**config.mk**
```make
export PLATFORM = sky130hd
export DESIGN_NAME = mlp_sigmoid_forward_scorer
export DESIGN_NICKNAME = d
export VERILOG_FILES = /design/src/rtl/core/mss_pkg.sv /design/src/rtl/core/mss_seq.sv /design/src/rtl/core/mss_datapath.sv /design/src/rtl/core/mlp_sigmoid_forward_scorer.sv
export SDC_FILE = /design/constraint.sdc
export NUM_CORES = 2
export LEC_CHECK = 0
export ABC_AREA = 1
export BUFFER_PORTS_ARGS = -buffer_cell sky130_fd_sc_hd__buf_4
export CAP_MARGIN = 30
export CORE_AREA = 3 3 239 475
export CTS_CLUSTER_SIZE = 20
export DETAILED_ROUTE_END_ITERATION = 10
export DIE_AREA = 0 0 242 478
export PLACE_DENSITY = 0.72
export SYNTH_ARGS = -nofsm -noshare
export SYNTH_HDL_FRONTEND = slang
export SYNTH_SLANG_ARGS = --single-unit
export TNS_END_PERCENT = 20
```
**constraint.sdc**
```tcl
create_clock -name clk -period 9.5 [get_ports clk]
set_clock_uncertainty 0.15 [all_clocks]
set_input_delay 1.9 -clock clk [delete_from_list [all_inputs] [get_ports clk]]
set_output_delay 1.9 -clock clk [all_outputs]
set_load 0.05 [all_outputs]
```
**src/rtl/core/mss_pkg.sv**
```systemverilog
// ----------------------------------------------------------------------------
// mss_pkg
// shared constants, types, sequencer op codes and the sigmoid table of the
// sigmoid network scorer
// ----------------------------------------------------------------------------
package mss_pkg;

  localparam int INPUT_COUNT        = 3;
  localparam int HIDDEN_COUNT       = 5;
  localparam int PARAM_COUNT        = 26;
  localparam int SIGMOID_TABLE_BITS = 8;

  localparam int FEATURE_FIELDS = 3;
  localparam int WORD_W         = 16;
  localparam int INDEX_W        = 5;
  localparam int ERR_W          = 30;
  localparam int COUNT_W        = 32;

  localparam int BASE_W = INPUT_COUNT * HIDDEN_COUNT;
  localparam int BASE_R = BASE_W + HIDDEN_COUNT;
  localparam int BASE_O = BASE_R + HIDDEN_COUNT;

  localparam int LAYOUT_W = $clog2(BASE_O + HIDDEN_COUNT + 1);
  localparam int PADDR_W  = $clog2(PARAM_COUNT);
  localparam int SLOT_W   = (LAYOUT_W > PADDR_W) ? LAYOUT_W : PADDR_W;
  localparam int HID_W    = (HIDDEN_COUNT > 1) ? $clog2(HIDDEN_COUNT) : 1;
  localparam int IN_W     = (INPUT_COUNT > 1) ? $clog2(INPUT_COUNT) : 1;

  localparam int ACC_W  = 34 + $clog2(INPUT_COUNT + HIDDEN_COUNT);
  localparam int MUL_W  = 18;
  localparam int PROD_W = 2 * MUL_W;

  localparam int SIG_ENTRIES = 1 << SIGMOID_TABLE_BITS;
  localparam int SIG_HALF    = 1 << (SIGMOID_TABLE_BITS - 1);
  localparam int HID_SHIFT   = 28 - SIGMOID_TABLE_BITS;
  localparam int OUT_SHIFT   = 31 - SIGMOID_TABLE_BITS;

  localparam int HID_THR_SCALE = -(1 << 12);
  localparam int OUT_THR_SCALE = -(1 << 15);

  localparam logic signed [ACC_W-1:0] Q_LOW  = ACC_W'(-SIG_HALF);
  localparam logic signed [ACC_W-1:0] Q_HIGH = ACC_W'(SIG_HALF - 1);

  localparam logic [ERR_W-1:0]   THR_RESET = ERR_W'(1074);
  localparam logic [ERR_W-1:0]   ERR_MAX   = {ERR_W{1'b1}};
  localparam logic [COUNT_W-1:0] COUNT_MAX = {COUNT_W{1'b1}};

  localparam logic KIND_SCORE  = 1'b0;
  localparam logic KIND_REPORT = 1'b1;

  localparam logic [1:0] CMD_LOAD   = 2'd0;
  localparam logic [1:0] CMD_EVAL   = 2'd1;
  localparam logic [1:0] CMD_REPORT = 2'd2;
  localparam logic [1:0] CMD_SPARE  = 2'd3;

  localparam int OP_W = 3;
  localparam logic [OP_W-1:0] OP_NOP  = 3'd0;
  localparam logic [OP_W-1:0] OP_HTHR = 3'd1;
  localparam logic [OP_W-1:0] OP_HMAC = 3'd2;
  localparam logic [OP_W-1:0] OP_HSIG = 3'd3;
  localparam logic [OP_W-1:0] OP_OTHR = 3'd4;
  localparam logic [OP_W-1:0] OP_OMAC = 3'd5;
  localparam logic [OP_W-1:0] OP_OSIG = 3'd6;
  localparam logic [OP_W-1:0] OP_ERR  = 3'd7;

  typedef struct packed {
    logic [OP_W-1:0]   op;
    logic [SLOT_W-1:0] slot;
    logic [HID_W-1:0]  unit;
    logic [IN_W-1:0]   feat;
  } ctrl_t;

  typedef struct packed {
    logic              done;
    logic [WORD_W-1:0] pred;
    logic [ERR_W-1:0]  he;
  } res_t;

  // e^(-2^j/256) in q0.32
  function automatic logic [63:0] exp_const(input int j);
    logic [63:0] c;
    case (j)
      0:       c = 64'd4278222807;
      1:       c = 64'd4261543595;
      2:       c = 64'd4228377515;
      3:       c = 64'd4162825019;
      4:       c = 64'd4034748382;
      5:       c = 64'd3790295335;
      6:       c = 64'd3344923893;
      7:       c = 64'd2605029347;
      8:       c = 64'd1580030169;
      9:       c = 64'd581260615;
      10:      c = 64'd78665070;
      11:      c = 64'd1440792;
      default: c = 64'd0;
    endcase
    return c;
  endfunction

  function automatic logic [WORD_W-1:0] sig_entry_calc(input int k);
    int          d;
    int          m;
    logic [63:0] e;
    logic [63:0] den;
    logic [63:0] num;
    logic [63:0] r;
    logic [63:0] q;
    logic [63:0] p;
    d = k - SIG_HALF;
    m = ((d < 0) ? -d : d) << (12 - SIGMOID_TABLE_BITS);
    e = 64'd1 << 32;
    for (int j = 0; j < 12; j++) begin
      if (((m >> j) & 1) != 0) begin
        e = (e * exp_const(j) + (64'd1 << 31)) >> 32;
      end
    end
    den = (64'd1 << 32) + e;
    num = (64'd1 << 47) + (den >> 1);
    r = '0;
    q = '0;
    // restoring long division
    for (int b = 47; b >= 0; b--) begin
      r = {r[62:0], num[b]};
      if (r >= den) begin
        r = r - den;
        q[b] = 1'b1;
      end
    end
    p = (q > 64'd32768) ? 64'd32768 : q;
    return (d < 0) ? WORD_W'(64'd32768 - p) : WORD_W'(p);
  endfunction

  function automatic logic [SIG_ENTRIES*WORD_W-1:0] sig_table_build();
    logic [SIG_ENTRIES*WORD_W-1:0] t;
    t = '0;
    for (int k = 0; k < SIG_ENTRIES; k++) begin
      t[k*WORD_W +: WORD_W] = sig_entry_calc(k);
    end
    return t;
  endfunction

  localparam logic [SIG_ENTRIES*WORD_W-1:0] SIG_TABLE = sig_table_build();

  // q is the pre-activation already scaled to table steps
  function automatic logic [WORD_W-1:0] sig_lookup(input logic signed [ACC_W-1:0] q);
    logic [SIGMOID_TABLE_BITS-1:0] idx;
    if (q < Q_LOW) begin
      idx = '0;
    end else if (q > Q_HIGH) begin
      idx = '1;
    end else begin
      idx = {~q[SIGMOID_TABLE_BITS-1], q[SIGMOID_TABLE_BITS-2:0]};
    end
    return SIG_TABLE[idx*WORD_W +: WORD_W];
  endfunction

endpackage

```
**src/rtl/core/mss_seq.sv**
```systemverilog
// ----------------------------------------------------------------------------
// mss_seq
// sequencer that walks the network one multiply-accumulate op per cycle
// ----------------------------------------------------------------------------
module mss_seq (
  input  logic          clk,
  input  logic          rst,
  input  logic          start,
  output mss_pkg::ctrl_t ctrl
);
  import mss_pkg::*;

  localparam logic [3:0] S_IDLE = 4'd0;
  localparam logic [3:0] S_HTHR = 4'd1;
  localparam logic [3:0] S_HMAC = 4'd2;
  localparam logic [3:0] S_HSIG = 4'd3;
  localparam logic [3:0] S_OTHR = 4'd4;
  localparam logic [3:0] S_OMAC = 4'd5;
  localparam logic [3:0] S_OSIG = 4'd6;
  localparam logic [3:0] S_WAIT = 4'd7;
  localparam logic [3:0] S_ERR  = 4'd8;

  logic [3:0]        state, state_next;
  logic [HID_W-1:0]  unit, unit_next;
  logic [IN_W-1:0]   feat, feat_next;
  logic [SLOT_W-1:0] wslot, wslot_next;

  logic unit_last;
  logic feat_last;

  assign unit_last = (unit == HID_W'(HIDDEN_COUNT - 1));
  assign feat_last = (feat == IN_W'(INPUT_COUNT - 1));

  always_comb begin
    state_next = state;
    unit_next  = unit;
    feat_next  = feat;
    wslot_next = wslot;
    ctrl.op    = OP_NOP;
    ctrl.slot  = '0;
    ctrl.unit  = unit;
    ctrl.feat  = feat;
    unique case (state)
      S_IDLE: begin
        if (start) begin
          unit_next  = '0;
          state_next = S_HTHR;
        end
      end
      S_HTHR: begin
        ctrl.op    = OP_HTHR;
        ctrl.slot  = SLOT_W'(BASE_R) + SLOT_W'(unit);
        feat_next  = '0;
        wslot_next = SLOT_W'(unit);
        state_next = S_HMAC;
      end
      S_HMAC: begin
        ctrl.op    = OP_HMAC;
        ctrl.slot  = wslot;
        feat_next  = feat + 1'b1;
        wslot_next = wslot + SLOT_W'(HIDDEN_COUNT);
        if (feat_last) begin
          state_next = S_HSIG;
        end
      end
      S_HSIG: begin
        ctrl.op = OP_HSIG;
        if (unit_last) begin
          unit_next  = '0;
          state_next = S_OTHR;
        end else begin
          unit_next  = unit + 1'b1;
          state_next = S_HTHR;
        end
      end
      S_OTHR: begin
        ctrl.op    = OP_OTHR;
        ctrl.slot  = SLOT_W'(BASE_O);
        state_next = S_OMAC;
      end
      S_OMAC: begin
        ctrl.op   = OP_OMAC;
        ctrl.slot = SLOT_W'(BASE_W) + SLOT_W'(unit);
        unit_next = unit + 1'b1;
        if (unit_last) begin
          state_next = S_OSIG;
        end
      end
      S_OSIG: begin
        ctrl.op    = OP_OSIG;
        state_next = S_WAIT;
      end
      // wait state so that the error op reads the prediction only after the output sigmoid op has written it
      S_WAIT: begin
        state_next = S_ERR;
      end
      S_ERR: begin
        ctrl.op    = OP_ERR;
        state_next = S_IDLE;
      end
      default: begin
        state_next = S_IDLE;
      end
    endcase
  end

  always_ff @(posedge clk) begin
    if (rst) begin
      state <= S_IDLE;
      unit  <= '0;
      feat  <= '0;
      wslot <= '0;
    end else begin
      state <= state_next;
      unit  <= unit_next;
      feat  <= feat_next;
      wslot <= wslot_next;
    end
  end

endmodule

```
**src/rtl/core/mss_datapath.sv**
```systemverilog
// ----------------------------------------------------------------------------
// mss_datapath
// parameter memory, shared 18x18 multiplier, accumulator, sigmoid lookup
// and hidden activation registers
// ----------------------------------------------------------------------------
module mss_datapath (
  input  logic                              clk,
  input  logic                              rst,
  input  mss_pkg::ctrl_t                    ctrl,
  input  logic                              wr_en,
  input  logic [mss_pkg::PADDR_W-1:0]       wr_addr,
  input  logic [mss_pkg::WORD_W-1:0]        wr_data,
  input  logic signed [mss_pkg::WORD_W-1:0] feat_0,
  input  logic signed [mss_pkg::WORD_W-1:0] feat_1,
  input  logic signed [mss_pkg::WORD_W-1:0] feat_2,
  input  logic [mss_pkg::WORD_W-1:0]        target,
  output mss_pkg::res_t                     res
);
  import mss_pkg::*;

  logic [WORD_W-1:0] mem [PARAM_COUNT];
  logic [WORD_W-1:0] rd_word;

  ctrl_t ctrl1;
  ctrl_t ctrl2;
  logic  slot_ok1;

  logic signed [MUL_W-1:0]  param_ext;
  logic signed [MUL_W-1:0]  feat_sel;
  logic signed [MUL_W-1:0]  diff;
  logic signed [MUL_W-1:0]  mul_a;
  logic signed [MUL_W-1:0]  mul_b;
  logic signed [PROD_W-1:0] prod;
  logic signed [ACC_W-1:0]  acc;

  logic signed [WORD_W-1:0] feats [FEATURE_FIELDS];
  logic [WORD_W-1:0]        hidden [HIDDEN_COUNT];
  logic [WORD_W-1:0]        pred;

  logic [PROD_W-2:0] he_full;
  logic [ERR_W-1:0]  he_sat;

  // parameter memory, registered read
  always_ff @(posedge clk) begin
    if (wr_en) begin
      mem[wr_addr] <= wr_data;
    end
    rd_word <= mem[ctrl.slot[PADDR_W-1:0]];
  end

  assign feats[0] = feat_0;
  assign feats[1] = feat_1;
  assign feats[2] = feat_2;

  always_comb begin
    param_ext = slot_ok1 ? {{(MUL_W-WORD_W){rd_word[WORD_W-1]}}, rd_word} : '0;
    feat_sel  = '0;
    for (int k = 0; k < FEATURE_FIELDS; k++) begin
      if (int'(ctrl1.feat) == k) begin
        feat_sel = MUL_W'(feats[k]);
      end
    end
    diff = $signed({2'b00, pred}) - $signed({2'b00, target});
    mul_a = '0;
    mul_b = '0;
    unique case (ctrl1.op)
      OP_HTHR: begin
        mul_a = param_ext;
        mul_b = MUL_W'(HID_THR_SCALE);
      end
      OP_HMAC: begin
        mul_a = param_ext;
        mul_b = feat_sel;
      end
      OP_OTHR: begin
        mul_a = param_ext;
        mul_b = MUL_W'(OUT_THR_SCALE);
      end
      OP_OMAC: begin
        mul_a = param_ext;
        mul_b = $signed({2'b00, hidden[ctrl1.unit]});
      end
      OP_ERR: begin
        mul_a = diff;
        mul_b = diff;
      end
      default: begin
        mul_a = '0;
        mul_b = '0;
      end
    endcase
  end

  // product stage
  always_ff @(posedge clk) begin
    prod <= mul_a * mul_b;
  end

  assign he_full = prod[PROD_W-1:1];
  assign he_sat  = (he_full > (PROD_W-1)'(ERR_MAX)) ? ERR_MAX : he_full[ERR_W-1:0];

  always_ff @(posedge clk) begin
    if (rst) begin
      ctrl1.op <= OP_NOP;
      ctrl2.op <= OP_NOP;
      res.done <= 1'b0;
    end else begin
      ctrl1    <= ctrl;
      slot_ok1 <= (ctrl.slot < SLOT_W'(PARAM_COUNT));
      ctrl2    <= ctrl1;
      res.done <= 1'b0;
      unique case (ctrl2.op) inside
        OP_HTHR, OP_OTHR: begin
          acc <= ACC_W'(prod);
        end
        OP_HMAC, OP_OMAC: begin
          acc <= acc + ACC_W'(prod);
        end
        OP_HSIG: begin
          hidden[ctrl2.unit] <= sig_lookup(acc >>> HID_SHIFT);
        end
        OP_OSIG: begin
          pred <= sig_lookup(acc >>> OUT_SHIFT);
        end
        OP_ERR: begin
          res.done <= 1'b1;
          res.pred <= pred;
          res.he   <= he_sat;
        end
        default: begin
        end
      endcase
    end
  end

endmodule

```
**src/rtl/core/mlp_sigmoid_forward_scorer.sv**
```systemverilog
// ----------------------------------------------------------------------------
// mlp_sigmoid_forward_scorer
// scores a small sigmoid network on a stream of samples and keeps
// saturating sample and hit counts
// ----------------------------------------------------------------------------
// A load request (opcode 0) and a report request (opcode 2) never set busy;
// a report leaves its result in the output register at once. An evaluate
// request (opcode 1) runs through one shared 18x18 multiply-accumulate unit,
// one op per cycle: per hidden unit a threshold op, one op per input and a
// table lookup, then the output threshold, one op per hidden unit, the output
// lookup and the squared error. With 3 inputs and 5 hidden units that is 33
// ops and a wait state for the prediction, plus the memory-read and multiply
// stages and the result register; in_ready stays low until the score is in
// the output register.
// A request is taken only while the output register is empty or being read.
module mlp_sigmoid_forward_scorer (
  input  logic                               clk,
  input  logic                               rst,
  input  logic                               cfg_valid,
  output logic                               cfg_ready,
  input  logic [mss_pkg::ERR_W-1:0]          cfg_data,
  input  logic                               in_valid,
  output logic                               in_ready,
  input  logic [1:0]                         opcode,
  input  logic [mss_pkg::INDEX_W-1:0]        param_index,
  input  logic signed [mss_pkg::WORD_W-1:0]  param_value,
  input  logic signed [mss_pkg::WORD_W-1:0]  feature_0,
  input  logic signed [mss_pkg::WORD_W-1:0]  feature_1,
  input  logic signed [mss_pkg::WORD_W-1:0]  feature_2,
  input  logic [mss_pkg::WORD_W-1:0]         target,
  output logic                               out_valid,
  input  logic                               out_ready,
  output logic                               result_kind,
  output logic [mss_pkg::WORD_W-1:0]         prediction,
  output logic [mss_pkg::ERR_W-1:0]          half_error,
  output logic                               hit,
  output logic [mss_pkg::COUNT_W-1:0]        samples_seen,
  output logic [mss_pkg::COUNT_W-1:0]        hits_seen
);
  import mss_pkg::*;

  logic busy;
  logic [ERR_W-1:0]   thr;
  logic [COUNT_W-1:0] sample_count;
  logic [COUNT_W-1:0] hit_count;
  logic [COUNT_W-1:0] sample_count_next;
  logic [COUNT_W-1:0] hit_count_next;

  logic signed [WORD_W-1:0] feat_0;
  logic signed [WORD_W-1:0] feat_1;
  logic signed [WORD_W-1:0] feat_2;
  logic [WORD_W-1:0]        tgt;

  logic accept;
  logic start;
  logic wr_en;
  logic [PADDR_W+INDEX_W-1:0] index_ext;
  logic hit_now;

  ctrl_t ctrl;
  res_t  res;

  assign cfg_ready = 1'b1;
  assign in_ready  = !busy && (!out_valid || out_ready);
  assign accept    = in_valid && in_ready;
  assign start     = accept && (opcode == CMD_EVAL);
  assign index_ext = {{PADDR_W{1'b0}}, param_index};
  assign wr_en     = accept && (opcode == CMD_LOAD)
                     && (index_ext < (PADDR_W+INDEX_W)'(PARAM_COUNT));

  assign hit_now = (res.he < thr);
  assign sample_count_next = (sample_count == COUNT_MAX) ? sample_count : sample_count + 1'b1;
  assign hit_count_next    = (hit_now && (hit_count != COUNT_MAX)) ? hit_count + 1'b1
                                                                     : hit_count;

  mss_seq u_seq (
    .clk   (clk),
    .rst   (rst),
    .start (start),
    .ctrl  (ctrl)
  );

  mss_datapath u_datapath (
    .clk     (clk),
    .rst     (rst),
    .ctrl    (ctrl),
    .wr_en   (wr_en),
    .wr_addr (index_ext[PADDR_W-1:0]),
    .wr_data (param_value),
    .feat_0  (feat_0),
    .feat_1  (feat_1),
    .feat_2  (feat_2),
    .target  (tgt),
    .res     (res)
  );

  // sample latch
  always_ff @(posedge clk) begin
    if (start) begin
      feat_0 <= feature_0;
      feat_1 <= feature_1;
      feat_2 <= feature_2;
      tgt    <= target;
    end
  end

  always_ff @(posedge clk) begin
    if (rst) begin
      busy         <= 1'b0;
      out_valid    <= 1'b0;
      thr          <= THR_RESET;
      sample_count <= '0;
      hit_count    <= '0;
    end else begin
      if (cfg_valid && cfg_ready) begin
        thr <= cfg_data;
      end
      if (out_valid && out_ready) begin
        out_valid <= 1'b0;
      end
      if (accept) begin
        unique case (opcode)
          CMD_EVAL: begin
            busy <= 1'b1;
          end
          CMD_REPORT: begin
            out_valid    <= 1'b1;
            sample_count <= '0;
            hit_count    <= '0;
          end
          default: begin
          end
        endcase
      end
      if (res.done) begin
        busy         <= 1'b0;
        out_valid    <= 1'b1;
        sample_count <= sample_count_next;
        hit_count    <= hit_count_next;
      end
    end
  end

  // output payload
  always_ff @(posedge clk) begin
    if (accept && (opcode == CMD_REPORT)) begin
      result_kind  <= KIND_REPORT;
      prediction   <= '0;
      half_error   <= '0;
      hit          <= 1'b0;
      samples_seen <= sample_count;
      hits_seen    <= hit_count;
    end else if (res.done) begin
      result_kind  <= KIND_SCORE;
      prediction   <= res.pred;
      half_error   <= res.he;
      hit          <= hit_now;
      samples_seen <= sample_count_next;
      hits_seen    <= hit_count_next;
    end
  end

endmodule

```
# [Yosys cells after proc, flatten, opt, wreduce, memory -nomap -nowiden]
# Memories as Yosys holds them, arrays and structs flattened. A register that Yosys moved wholly into a read port is not among the register bits.
# Index checks and enable logic that the tools add are counted.
[totals] ff_bits=437 mem_bits_rw=496 inputBits=122 output_inout_bits=115 word_cells=167 mem_count=2
[op_classes] n_addsub=9 multipliers=1 magnitude_cmp=8 n_eq_ne=31 shift=2 mux=49 bitwise=3 n_reduce_logical=31
[memory_table] memory="u_datapath.mem" depth=26 word_bits=16 read_ports=1 rd_clocked_by_memory_dff=1 wr=1 line_no="mss_datapath.sv:21" rtl="logic [WORD_W-1:0] mem [PARAM_COUNT];"
[memory_table] memory="u_datapath.hidden" depth=5 word_bits=16 read_ports=1 rd_clocked_by_memory_dff=1 wr=1 line_no="mss_datapath.sv:37" rtl="logic [WORD_W-1:0] hidden [HIDDEN_COUNT];"
[ops] cell="$shiftx A4096 B13 Y16 const A" n=2
[ops] cell="$mux W32" n=10
[ops] cell="$pmux W18 S5" n=1
[ops] cell="$pmux W37 S2" n=1
[ops] cell="$mux W18" n=4
[ops] cell="$add A32 B1 Y32 const B" n=2
[ops] cell="$mux W8" n=8
[ops] cell="$mux W47" n=1
[ops] cell="$add A37 B36 Y37" n=1
[ops] cell="$mul A18 B18 Y36" n=1
[ops] cell="$pmux W18 S2" n=1
[ops] cell="$gt A35 B30 Y1 const B" n=1
[ops] cell="$eq A32 B32 Y1 const B" n=1
[ops] cell="$ne A32 B32 Y1 const B" n=1
[ops] cell="$pmux W4 S8" n=1
[ops] cell="$lt A30 B30 Y1" n=1
[ops] cell="$mux W30" n=1
[ops] cell="$eq A3 B3 Y1 const B" n=8
[ops] cell="$pmux W3 S7" n=1
[ops] cell="$pmux W5 S4" n=1
[ops] cell="$gt A17 B8 Y1 const B" n=1
[ops] cell="$lt A17 B8 Y1 const B" n=1
[ops] cell="$sub A16 B16 Y17" n=1
[ops] cell="$eq A4 B3 Y1 const B" n=4
[ops] cell="other kinds (35)" n=79

# [Longest topological paths before layout]
[depth] word_depth=8 ltp_mapped=39 depth_no_buf=39

# [Hierarchy]
# Synthesis repeated with hierarchy kept, for this count alone.
[hier_totals] cells_unflattened=7166 hier_area_um2=60500.5
[by_module_without_submodules] mod="mss_datapath" instances=1 cells_per_inst=5440 area_per_inst_um2=46688.5
[by_module_without_submodules] mod="mlp_sigmoid_forward_scorer" instances=1 cells_per_inst=1581 area_per_inst_um2=12851.1
[by_module_without_submodules] mod="mss_seq" instances=1 cells_per_inst=145 area_per_inst_um2=960.9

# [Worst setup path before layout]
# Ideal clock, no wire load.
[synth_path] kind="reg2reg" start="reg tgt[0]" end="reg u_datapath.prod[34]" setup_ns=0.072 arrival_ns=7.088 required_ns=9.278 path_slack_ns=2.191 stages_incl_launch_ff=36 synth_period_minus_slack_ns=7.309 cell_sequence="edfxtp_1 > ha_1 > fa_1 > inv_1 > nand3_1 > nand2_1 > nand4_1 > nand3_1 > nand3_1 > nand2_1 > a21oi_1 > o21ai_0 > nand2_1 > buf_4 > nand2_1 > inv_1 > fa_1 > inv_1 > fa_1 > inv_1 > fa_1 > fa_1 > fa_1 > inv_1 > fa_1 > inv_1 > ha_1 > nand2_1 > nor4_1 > nand3b_1 > nand3_1 > nand2_1 > o211ai_1 > nand2_1 > nand2_1 > xor2_1"
[synth_via] elab_chain_len=3 word_cells_on_any_way=4 classes_between="1 x add/sub; 1 x mul; 2 x mux"
[synth_rtl] element="start: declaration" line_no="mlp_sigmoid_forward_scorer.sv:52" rtl="logic [WORD_W-1:0] tgt;"
[synth_rtl] element="start signal: assignment" line_no="mlp_sigmoid_forward_scorer.sv:103" rtl="tgt <= target;"
[synth_rtl] element="$sub A16 B16 Y17 (*)" line_no="mss_datapath.sv:63" rtl="diff = $signed({2'b00, pred}) - $signed({2'b00, target});"
[synth_rtl] element="$pmux W18 S5 or $pmux W18 S2 (tied branches)" line_no="mss_datapath.sv:66" rtl="unique case (ctrl1.op)"
[synth_rtl] element="$mul A18 B18 Y36 (*)" line_no="mss_datapath.sv:96" rtl="prod <= mul_a * mul_b;"
[synth_rtl] element="end signal: assignment" line_no="mss_datapath.sv:96"
[synth_rtl] element="end: declaration" line_no="mss_datapath.sv:33" rtl="logic signed [PROD_W-1:0] prod;"
# Mark *: on every way between the ends. The rest lies on a longest branch, timed or not.
# A chain may end at the register's enable or synchronous reset.

# [Final worst setup path]
[layout_path] start="reg u_datapath.pred[2]" end="reg u_datapath.prod[32]"
[layout_via] elab_chain_len=3 word_cells_on_any_way=4 classes_between="1 x add/sub; 1 x mul; 2 x mux"
[layout_rtl] element="start: declaration" line_no="mss_datapath.sv:38" rtl="logic [WORD_W-1:0] pred;"
[layout_rtl] element="start signal: assignment" line_no="mss_datapath.sv:123" rtl="pred <= sig_lookup(acc >>> OUT_SHIFT);"
[layout_rtl] element="$sub A16 B16 Y17 (*)" line_no="mss_datapath.sv:63"
[layout_rtl] element="$pmux W18 S5 or $pmux W18 S2 (tied branches)" line_no="mss_datapath.sv:66"
[layout_rtl] element="$mul A18 B18 Y36 (*)" line_no="mss_datapath.sv:96"
# Marked as above.

==> reports/results.md <==
| Metric | Reported |
| --- | --- |
| Std-Cell Rows | 172 |
| Standby leakage power | 28.9 nW |
| Largest net degree at the start of global routing | 232 |
| Async S/R FF share, synth | 0% |
| Largest family of logic cells by synthesized area | simple AND/OR/NAND/NOR gates |
| Crit path kind | reg2reg |
| Skew-Pair Late Insertion Delay | 0.73 ns |
| Filler Cell Count | 9723 |
| Via count of the first global-routing pass | 53013 |
| Distinct cell type count of the synthesized netlist | 60 |
| Kind of launch point of the worst setup path | flip-flop |
| Depth of the CTS H-tree | 3 |
| Final worst path period share | 93.6% |
| Residual overflow from global routing | 0 |
| Hold-fix buffers at CTS | 0 |
| Avg Synthesized Cell Area | 8.50 µm² |
| Achievable frequency | 112 MHz |
| Portion of total power attributed to the clock network | 41.1% |
| Antenna Nets Post-Route | 0 |
| Slowest-stage cell, CP | sky130_fd_sc_hd__nand2_1 |
| Global-route wire length before repair | 343 mm |
| Routed via count | 53229 |
| Final count of hold timing violations | 0 |
| Wire length reported by the detailed router | 236 mm |
| CP max stage delay | 0.72 ns |
| Share of synthesized cell area in full adder, half adder and majority cells | 15.0% |
| Area taken by flip-flops and latches | 26200 µm² |
| Cell types with the largest area share after synthesis | sky130_fd_sc_hd__edfxtp_1 (36%), sky130_fd_sc_hd__nand2_1 (11%), sky130_fd_sc_hd__fa_1 (11%) |
| Outcome | finished, final reports clean |
| Clock tree from TritonCTS | done |
| Port Buffer Count | 234 |
| Die Footprint | 116000 µm² |
| Multiplexer share of the synthesized area | 0% |
| Part of the total power dissipated in combinational logic | 7.2% |
| Initial core utilization | 54.7% |
| Crit path max fanout | 15 |
| Final Max Slew Viols | 0 |
| Max-Slew Margin vs Limit | 26.2% |
| Final routed DRC violation total | 0 |
| Count of clock tree sinks | 944 |
| Post-synthesis simple-gate area fraction | 22.1% |
| Average routed wire per standard cell | 26.7 µm |
| Cells after synthesis | 7096 |
| RSZ-0062 raised after global routing | false |
| Number of iterations in the first detailed-routing pass | 7 |
| Final critical path time including I/O delays and setup | 8.89 ns |
| CTS buffer count | 83 |
| Clock Tree Root | sky130_fd_sc_hd__clkbuf_16 |
| Post-CTS setup repair buffer count | 0 |
| Xor and xnor area share after synthesis | 1.50% |
| Share of Yosys cell area claimed by the top area cell type | 36.1% |
| Max-capacitance violation count | 0 |
| Total Power Consumption | 8.74 mW |
| Worst hold slack | 0.301 ns |
| Post-synth EDFFs | 725 |
| Most frequent cell after synthesis | sky130_fd_sc_hd__nand2_1 |
| Count of state elements after synthesis | 944 |
| Multi-input logic area | 29300 µm² |
| Core area | 110000 µm² |
| Layout overhead on the synthesized area | 10.6% |
| Max clock buf depth | 3 |
| Floorplan die height | 478 µm |
| Placed instance area | 63700 µm² |
| Compound-gate portion of the synthesized area | 9.91% |
| Actual transition at the worst max-transition pin | 1.10 ns |
| Die W | 242 µm |
| DR vias/cell | 6.03 |
| Total number of yosys warnings | 0 |
| Number of antenna violations at the first check in global routing | 16 |
| Synth cell count leaders | sky130_fd_sc_hd__nand2_1 (1713), sky130_fd_sc_hd__inv_1 (919), sky130_fd_sc_hd__edfxtp_1 (725), sky130_fd_sc_hd__nor2_1 (675), sky130_fd_sc_hd__nand3_1 (484) |
| Placer congestion estimate | 1.08 |
| Arrival time worst endpoint | 9.33 ns |
| Portion of total power attributed to sequential cells | 51.7% |
| Fraction of layout cells with a size suffix above 1 | 8.71% |
| Setup WS pre-CTS | 0.769 ns |
| CTS-repair resized insts | 0 |
| Boundary pin count | 237 |
| Net count reported at finish | 7910 |
| Post-synthesis sequential area ratio | 43.4% |
| Post-synthesis net count | 7748 |
| Total negative slack | 0 ns |
| Areal power density over the cells | 131 nW/µm² |
| First-iteration detailed-routing DRC count | 5374 |
| Top FF cell, synth | sky130_fd_sc_hd__edfxtp_1 |
| Peak VDD IR | 0.196 mV |
| Required time of the critical path | 9.93 ns |
| Post-synthesis instance area | 60300 µm² |
| Final critical-path setup slack | 0.605 ns |
| Switch Pwr | 2.11 mW |
| Element type at the critical path end | flip-flop |
| Internal power of the cells | 6.63 mW |
| Hold crit path type | reg2reg |
| Setup violation total in the final timing report | 0 |
| Register clock-pin slew on the reported worst setup and hold paths | 0.07 ns |
| Leading area contributor after synthesis | sky130_fd_sc_hd__edfxtp_1 |
| Final instance area | 66700 µm² |
| Half-perimeter wire length after detailed placement | 174 mm |
| Switching fraction of total power | 24.1% |
| Total routing resource utilization after global routing | 40.5% |
state kept, by name (all words and copies together) (netlist names), 32 cells and up, named ones only:
signal             flops
u_datapath.mem       416
u_datapath.hidden     75
u_datapath.res        46
u_datapath.acc        37
u_datapath.prod       36
hit_count             32
hits_seen             32
sample_count          32
samples_seen          32
cells in the final DEF, fill, tap and decap left out, types with 28 or more instances in the layout:
cell / count
sky130_fd_sc_hd__nand2_1: 1712
sky130_fd_sc_hd__inv_1: 916
sky130_fd_sc_hd__edfxtp_1: 725
sky130_fd_sc_hd__nor2_1: 674
sky130_fd_sc_hd__nand3_1: 484
sky130_fd_sc_hd__o21ai_0: 478
sky130_fd_sc_hd__buf_4: 359
sky130_fd_sc_hd__a21oi_1: 355
sky130_fd_sc_hd__fa_1: 321
sky130_fd_sc_hd__dfxtp_1: 218
sky130_fd_sc_hd__ha_1: 209
sky130_fd_sc_hd__nand4_1: 96
sky130_fd_sc_hd__xor2_1: 84
sky130_fd_sc_hd__nor3_1: 83
sky130_fd_sc_hd__clkbuf_16: 83
sky130_fd_sc_hd__o211ai_1: 76
sky130_fd_sc_hd__or2_2: 47
sky130_fd_sc_hd__o21ai_1: 40
sky130_fd_sc_hd__a31oi_1: 31
sky130_fd_sc_hd__o22ai_1: 28
routing by layer:
layer / vias to the layer above / track usage, % / routed length, µm
met5: - / 0 / 38
met4: 6 / 36.7 / 26700
met3: 1078 / 9.53 / 19700
met2: 3089 / 70.2 / 117000
met1: 25414 / 40.0 / 72300
li1: 23642 / - / -
metrics by stage:
stage	instances	utilization [%]
2_1_floorplan	7096	-
3_3_place_gp	8637	57.7
3_5_place_dp	8643	57.8
4_1_cts	8798	60.4
5_1_grt	8814	60.5
6_report	8821	60.5
worst max-delay path, delay by kind of cell, from the launching register on:
kind,cells,cell delay [ns]
flip-flops,1,0.41
buffers and inverters,5,0.47
XOR/XNOR,1,0.16
adder cells (fa/ha/maj),8,3.79
AO/OA/AOI/OAI,4,0.82
AND/OR/NAND/NOR,15,2.91
cells by family after synthesis:
kind of cell	count (synthesis)
compound gates	1091
buf+inv	1240
simple gates	3186
other cells	2
flops	944
xor+xnor	103
fa+ha+maj	530
path summary, 6_finish.rpt:
kind / from / endpoint / slack (ns) / cells after the start
worst max-delay path: u_datapath.pred[2] / u_datapath.prod[32] / 0.61 / 33
worst min-delay path: u_datapath.pred[0] / u_datapath.res[30] / 0.30 / 0
worst max register to register: u_datapath.pred[2] / u_datapath.prod[32] / 0.61 / 33
worst min register to register: u_datapath.pred[0] / u_datapath.res[30] / 0.30 / 0
power by group through the flow:
stage                     Combinational, mW  Sequential [mW]  Clock (mW)
final                                 0.627             4.52        3.59
after global routing                  0.670             4.52        3.79
after CTS                             0.613             4.52        3.62
after detailed placement              0.608             4.61           0
after global placement                0.601             4.61           0
after floorplan                       0.320             4.62           0
final cells by class:
cell class | count | share of cell area (%)
inverter | 946 | 5.33
timing repair buffer | 371 | 4.31
clock inverter | 45 | 0.977
clock buffer | 110 | 3.36
tap | 1479 | 2.77
sequential | 944 | 39.2
multi-input combinational | 4912 | 44.0
antenna | 14 | 0.0525
Power figures use the tool's default switching activity.
